## src/rtl/mid_pkg.sv

```systemverilog
package mid_pkg;

  // Instruction word fields
  localparam int unsigned OpcodeLsb = 26;

  // Opcode and function code landmarks
  localparam logic [5:0] OP_SPECIAL    = 6'd0;
  localparam logic [5:0] OP_IMM_FIRST  = 6'd8;
  localparam logic [5:0] OP_IMM_LAST   = 6'd15;
  localparam logic [5:0] OP_LOAD_FIRST = 6'd32;
  localparam logic [5:0] OP_LOAD_LAST  = 6'd38;
  localparam logic [5:0] OP_STORE_FIRST = 6'd40;
  localparam logic [5:0] OP_STORE_WORD = 6'd43;
  localparam logic [5:0] OP_LS_LAST    = 6'd46;

  localparam logic [5:0] FN_ALU_FIRST  = 6'd32;
  localparam logic [5:0] FN_ALU_LAST   = 6'd39;
  localparam logic [5:0] FN_SLT        = 6'd42;
  localparam logic [5:0] FN_SLTU       = 6'd43;

  // Shift kind from the low two function bits
  localparam logic [1:0] SH_FN_SLL = 2'd0;
  localparam logic [1:0] SH_FN_SRL = 2'd2;
  localparam logic [1:0] SH_FN_SRA = 2'd3;

  // Operation codes that are not a plain offset
  localparam logic [3:0] OPN_SLL  = 4'd0;
  localparam logic [3:0] OPN_SRL  = 4'd1;
  localparam logic [3:0] OPN_SRA  = 4'd2;
  localparam logic [3:0] OPN_SLT  = 4'd8;
  localparam logic [3:0] OPN_SLTU = 4'd9;
  localparam logic [3:0] OPN_SWR  = 4'd6;

  // Instruction classes
  localparam logic [2:0] CL_NOP    = 3'd0;
  localparam logic [2:0] CL_SHIFT  = 3'd1;
  localparam logic [2:0] CL_VSHIFT = 3'd2;
  localparam logic [2:0] CL_ALU    = 3'd3;
  localparam logic [2:0] CL_ALUI   = 3'd4;
  localparam logic [2:0] CL_LOAD   = 3'd5;
  localparam logic [2:0] CL_STORE  = 3'd6;

  // Fault codes
  localparam logic [1:0] F_NONE      = 2'd0;
  localparam logic [1:0] F_UNALIGNED = 2'd1;
  localparam logic [1:0] F_UNKNOWN   = 2'd2;

  // Stream widths
  localparam int unsigned InDataW  = 64;
  localparam int unsigned OutDataW = 48;

  // Decoded result
  typedef struct packed {
    logic [1:0]  fault;
    logic [15:0] immediate;
    logic [4:0]  shift_amount;
    logic [4:0]  dst_reg;
    logic [4:0]  tgt_reg;
    logic [4:0]  src_reg;
    logic [3:0]  operation;
    logic [2:0]  insn_class;
  } dec_res_t;

endpackage

```

## src/rtl/mid_decode.sv

```systemverilog
module mid_decode (
  input  logic [31:0]       fetch_address,
  input  logic [31:0]       instruction_word,
  output mid_pkg::dec_res_t res
);

  logic [5:0]  opc;
  logic [5:0]  fn;
  logic [4:0]  rs;
  logic [4:0]  rt;
  logic [4:0]  rd;
  logic [4:0]  sa;
  logic [15:0] imm;

  assign opc = instruction_word[31:mid_pkg::OpcodeLsb];
  assign rs  = instruction_word[25:21];
  assign rt  = instruction_word[20:16];
  assign rd  = instruction_word[15:11];
  assign sa  = instruction_word[10:6];
  assign fn  = instruction_word[5:0];
  assign imm = instruction_word[15:0];

  // Field decode; anything not matched falls through as unknown
  always_comb begin
    res = '0;
    res.fault = mid_pkg::F_UNKNOWN;
    if (fetch_address[1:0] != 2'b00) begin
      res.fault = mid_pkg::F_UNALIGNED;
    end else if (instruction_word == 32'd0) begin
      res.fault = mid_pkg::F_NONE;
    end else if (opc == mid_pkg::OP_SPECIAL) begin
      if (fn[5:3] == 3'd0) begin
        // fixed and variable shifts
        if (fn[1:0] != 2'd1) begin
          res.fault   = mid_pkg::F_NONE;
          res.tgt_reg = rt;
          res.dst_reg = rd;
          unique case (fn[1:0])
            mid_pkg::SH_FN_SLL: res.operation = mid_pkg::OPN_SLL;
            mid_pkg::SH_FN_SRL: res.operation = mid_pkg::OPN_SRL;
            default:            res.operation = mid_pkg::OPN_SRA;
          endcase
          if (fn[2]) begin
            res.insn_class = mid_pkg::CL_VSHIFT;
            res.src_reg    = rs;
          end else begin
            res.insn_class   = mid_pkg::CL_SHIFT;
            res.shift_amount = sa;
          end
        end
      end else if (fn >= mid_pkg::FN_ALU_FIRST && fn <= mid_pkg::FN_ALU_LAST) begin
        res.fault      = mid_pkg::F_NONE;
        res.insn_class = mid_pkg::CL_ALU;
        res.operation  = {1'b0, fn[2:0]};
        res.src_reg    = rs;
        res.tgt_reg    = rt;
        res.dst_reg    = rd;
      end else if (fn == mid_pkg::FN_SLT || fn == mid_pkg::FN_SLTU) begin
        res.fault      = mid_pkg::F_NONE;
        res.insn_class = mid_pkg::CL_ALU;
        res.operation  = (fn == mid_pkg::FN_SLT) ? mid_pkg::OPN_SLT : mid_pkg::OPN_SLTU;
        res.src_reg    = rs;
        res.tgt_reg    = rt;
        res.dst_reg    = rd;
      end
    end else if (opc >= mid_pkg::OP_IMM_FIRST && opc <= mid_pkg::OP_IMM_LAST) begin
      res.fault      = mid_pkg::F_NONE;
      res.insn_class = mid_pkg::CL_ALUI;
      res.operation  = {1'b0, opc[2:0]};
      res.src_reg    = rs;
      res.tgt_reg    = rt;
      res.immediate  = imm;
    end else if (opc >= mid_pkg::OP_LOAD_FIRST && opc <= mid_pkg::OP_LOAD_LAST) begin
      res.fault      = mid_pkg::F_NONE;
      res.insn_class = mid_pkg::CL_LOAD;
      res.operation  = {1'b0, opc[2:0]};
      res.src_reg    = rs;
      res.tgt_reg    = rt;
      res.immediate  = imm;
    end else if ((opc >= mid_pkg::OP_STORE_FIRST && opc <= mid_pkg::OP_STORE_WORD)
                 || opc == mid_pkg::OP_LS_LAST) begin
      res.fault      = mid_pkg::F_NONE;
      res.insn_class = mid_pkg::CL_STORE;
      // swr sits apart from the other store opcodes
      res.operation  = (opc == mid_pkg::OP_LS_LAST) ? mid_pkg::OPN_SWR : {2'b00, opc[1:0]};
      res.src_reg    = rs;
      res.tgt_reg    = rt;
      res.immediate  = imm;
    end
  end

endmodule

```

## src/rtl/mips_instruction_decoder.sv

```systemverilog
// Path: a request that is taken goes into the input register, is decoded combinationally,
// and its result is captured in the result register, from which it is offered downstream.
// Throughput: one request per cycle while the output is not stalled; the decode is a single combinational pass.
// A request is taken while a result waits, as long as the input register is free.
// Reset (rst, synchronous, active high) empties both stages; no other state.
module mips_instruction_decoder (
  input  logic                          clk,
  input  logic                          rst,
  input  logic                          s_tvalid,
  output logic                          s_tready,
  // [31:0] fetch_address, [63:32] instruction_word
  input  logic [mid_pkg::InDataW-1:0]   s_tdata,
  output logic                          m_tvalid,
  input  logic                          m_tready,
  // [2:0] insn_class, [6:3] operation, [11:7] src_reg, [16:12] tgt_reg,
  // [21:17] dst_reg, [26:22] shift_amount, [42:27] immediate, [44:43] fault,
  // [47:45] zero
  output logic [mid_pkg::OutDataW-1:0]  m_tdata
);

  logic              in_valid;
  logic [31:0]       in_addr;
  logic [31:0]       in_word;
  logic              out_valid;
  mid_pkg::dec_res_t out_res;
  mid_pkg::dec_res_t dec_res;
  logic              advance;

  // Result stage moves when empty or drained this cycle
  assign advance  = !out_valid || m_tready;
  assign s_tready = !in_valid || advance;

  // Input register
  always_ff @(posedge clk) begin
    if (rst) begin
      in_valid <= 1'b0;
    end else if (s_tready) begin
      in_valid <= s_tvalid;
    end
  end

  always_ff @(posedge clk) begin
    if (s_tready && s_tvalid) begin
      in_addr <= s_tdata[31:0];
      in_word <= s_tdata[63:32];
    end
  end

  mid_decode u_decode (
    .fetch_address    (in_addr),
    .instruction_word (in_word),
    .res              (dec_res)
  );

  // Result register
  always_ff @(posedge clk) begin
    if (rst) begin
      out_valid <= 1'b0;
    end else if (advance) begin
      out_valid <= in_valid;
    end
  end

  always_ff @(posedge clk) begin
    if (advance && in_valid) begin
      out_res <= dec_res;
    end
  end

  assign m_tvalid = out_valid;
  assign m_tdata  = {{(mid_pkg::OutDataW - $bits(mid_pkg::dec_res_t)){1'b0}}, out_res};

endmodule
```

## config.mk

```make
export PLATFORM = sky130hd
export DESIGN_NAME = mips_instruction_decoder
export DESIGN_NICKNAME = d
export VERILOG_FILES = /design/src/rtl/mid_pkg.sv /design/src/rtl/mid_decode.sv /design/src/rtl/mips_instruction_decoder.sv
export SDC_FILE = /design/constraint.sdc
export NUM_CORES = 1
export LEC_CHECK = 0
export BUFFER_PORTS_ARGS = -buffer_cell sky130_fd_sc_hd__buf_4
export CORE_ASPECT_RATIO = 1.2
export CORE_MARGIN = 10
export CORE_UTILIZATION = 45
export CTS_CLUSTER_DIAMETER = 100
export CTS_CLUSTER_SIZE = 12
export DETAILED_ROUTE_END_ITERATION = 8
export PLACE_DENSITY = 0.7
export SLEW_MARGIN = 20
export SYNTH_ARGS = -nofsm -noshare
export SYNTH_HDL_FRONTEND = slang
export SYNTH_HIERARCHICAL = 1
export SYNTH_SLANG_ARGS = --single-unit
```

## constraint.sdc

```tcl
create_clock -name clk -period 3.9 [get_ports clk]
set_input_delay 0.195 -clock clk [delete_from_list [all_inputs] [get_ports clk]]
set_output_delay 0.195 -clock clk [all_outputs]
set_load 0.005 [all_outputs]
```

==> reports/results.tsv <==
metric	value	unit
Port Buffer Count	84	
most frequent cells in the layout	buf_4, edfxtp_1, nor2_1, nand2_1, dlygate4sd3_1	
overall routing resource usage	12.2	%
antenna cells	0	
TritonCTS clock tree	yes	
FF-to-FF path depth	5	
H-Tree Depth	3	
max frequency	0.389	GHz
max-slew violation count	0	
Via density	4.99	
critical path's top delay family	compound AO/OA/AOI/OAI gates	
routability congestion estimate from global placement	0.767	
die width	98.2	um
overall power	1980	uW
initial antenna violation count	0	
via count	2059	
Detailed Route WL	6.83	mm
Crit-path slowest cell	o31ai_4	
static leakage	0.00160	uW
antenna-violating nets left	0	
RSZ-0062 raised after global routing	false	
Power Density	453	mW/mm^2
Die ar.	0.0112	sq mm
Cells after DPL	386	
post-layout min period	2570	ps
final cell count without fillers	413	
area of the core	0.00719	sq mm
Starting Density	45.9	%
clock latency on the worst-skew pair	350	ps
CTS Buf Count	9	
Hold Path Class	input pin to register	
WL per Instance	16.5	um
vias in the first global route	2093	
Clock Skews	6.96	ps
crit path buf inv count	1	
RR Endpoint	m_tdata[11]	
WS Path Type	register to register	
CTS clk-pin slew, worst paths	80	ps
Max Root-Sink Buffers	2	
Final nets	386	
Setup Viol. Count Final	0	
DRT Pass-1 Iters	5	
Setup Buffers After CTS	0	
Post-CTS Hold Fix Bufs	6	
Root Buffer	clkbuf_8	
synthesized area per cell	15.0	sq um
post-cts resize count	0	
setup ws final	1330	ps
die height	114	um
largest net degree at the start of global routing	46	
Max Cap Viol	0	
met1 wire length	2.60	mm
slew margin rel.	32.7	%
met2 routed WL	3.72	mm
number of DRC markers in iteration 0	109	
Final Hold Viols	0	
DR DRC count	0	
Crit. End Element	register	
post-place setup slack	1320	ps
Critical Path Max Stage Delay	740	ps
Ys Warns	6	
fin crit share	65.9	%
area growth from synthesis to layout	31.9	%
Core Rows	34	
worst reg2reg setup slack	1330	ps
Crit path required time	3990	ps
Worst Setup Start Kind	register	
fill count	586	
hold_sp	s_tdata[41]	
Critical path origin	in_word[27]	
grt ovf	0	
Hold Path Depth	1	
top-level port count	118	
pin slew with the least headroom to its limit	1010	ps
Netlist Area Pre-Place	0.00330	sq mm
first-pass GRT wire length	10.6	mm
CTS Sinks	81	
most common cell after layout, fill and taps aside	buf_4	
Cells after Synth	220	
DPL Wire Length	4.92	mm
ratio of cells with drive above 1 in the final layout	36.5	%
final core occ	60.6	%
status	complete, no violations	
CP Max Fanout	21	
Critical R2R Launch	in_word[27]	
top layer in use	met4	
Worst Path Arrival	2660	ps
Peak supply drop	0.233	mV
WL met3	327	um
worst hold path endpoint	in_word[9]	
setup TNS	0	ps
critical path cell sequence	nor4_1, nand3_1, o31ai_4, buf_4, nor3b_1	
==> how the worst max path moves through the flow <==
stage | slack [ps] | cells past startpoint | to
floorplan | 2030 | 5 | m_tdata[0]
global placement | 1380 | 5 | m_tdata[16]
detailed placement | 1320 | 5 | m_tdata[13]
CTS | 1330 | 5 | m_tdata[11]
global route | 1120 | 5 | m_tdata[14]
finish | 1330 | 5 | m_tdata[11]
==> power breakdown <==
group          internal [uW]  switching [uW]  total [uW]
registers               1010            29.6        1040
clock network            491             294         784
logic                   81.5            73.2         155
==> worst register-to-register path: cells and delay by family (launching register included) <==
kind	cells	cell delay, ps
simple gates	3	710
compound gates	1	740
buf+inv	1	370
flops	1	500
==> metrics by stage <==
step	hold slack, ps	area [sq um]
2_1_floorplan	257	3310
3_3_place_gp	360	3980
3_5_place_dp	362	3980
4_1_cts	0.419	4310
5_1_grt	-0.448	4360
6_report	22.4	4360
==> area by class of cell <==
| type | instances | area (sq um) | area share, % |
|---|---|---|---|
| Multi-Input combinational cell | 121 | 782 | 17.9 |
| Inverter | 8 | 30.0 | 0.689 |
| Sequential cell | 81 | 2410 | 55.4 |
| Timing Repair Buffer | 97 | 756 | 17.3 |
| Clock inverter | 7 | 141 | 3.24 |
| Clock buffer | 9 | 124 | 2.84 |
| Tap cell | 90 | 113 | 2.58 |
==> metal layers <==
metal	up-vias	track usage, %
met4	0	7.18
met1	972	12.7
met5	-	0
met2	53	21.7
met3	10	3.33
li1	1024	-
==> sequential cells by signal, summed over array words and instances (netlist names) <==
register  cells
m_tdata      45
in_valid      1
in_addr       2
in_word      32
m_tvalid      1
Note: power is estimated with default switching activity, not from simulation.
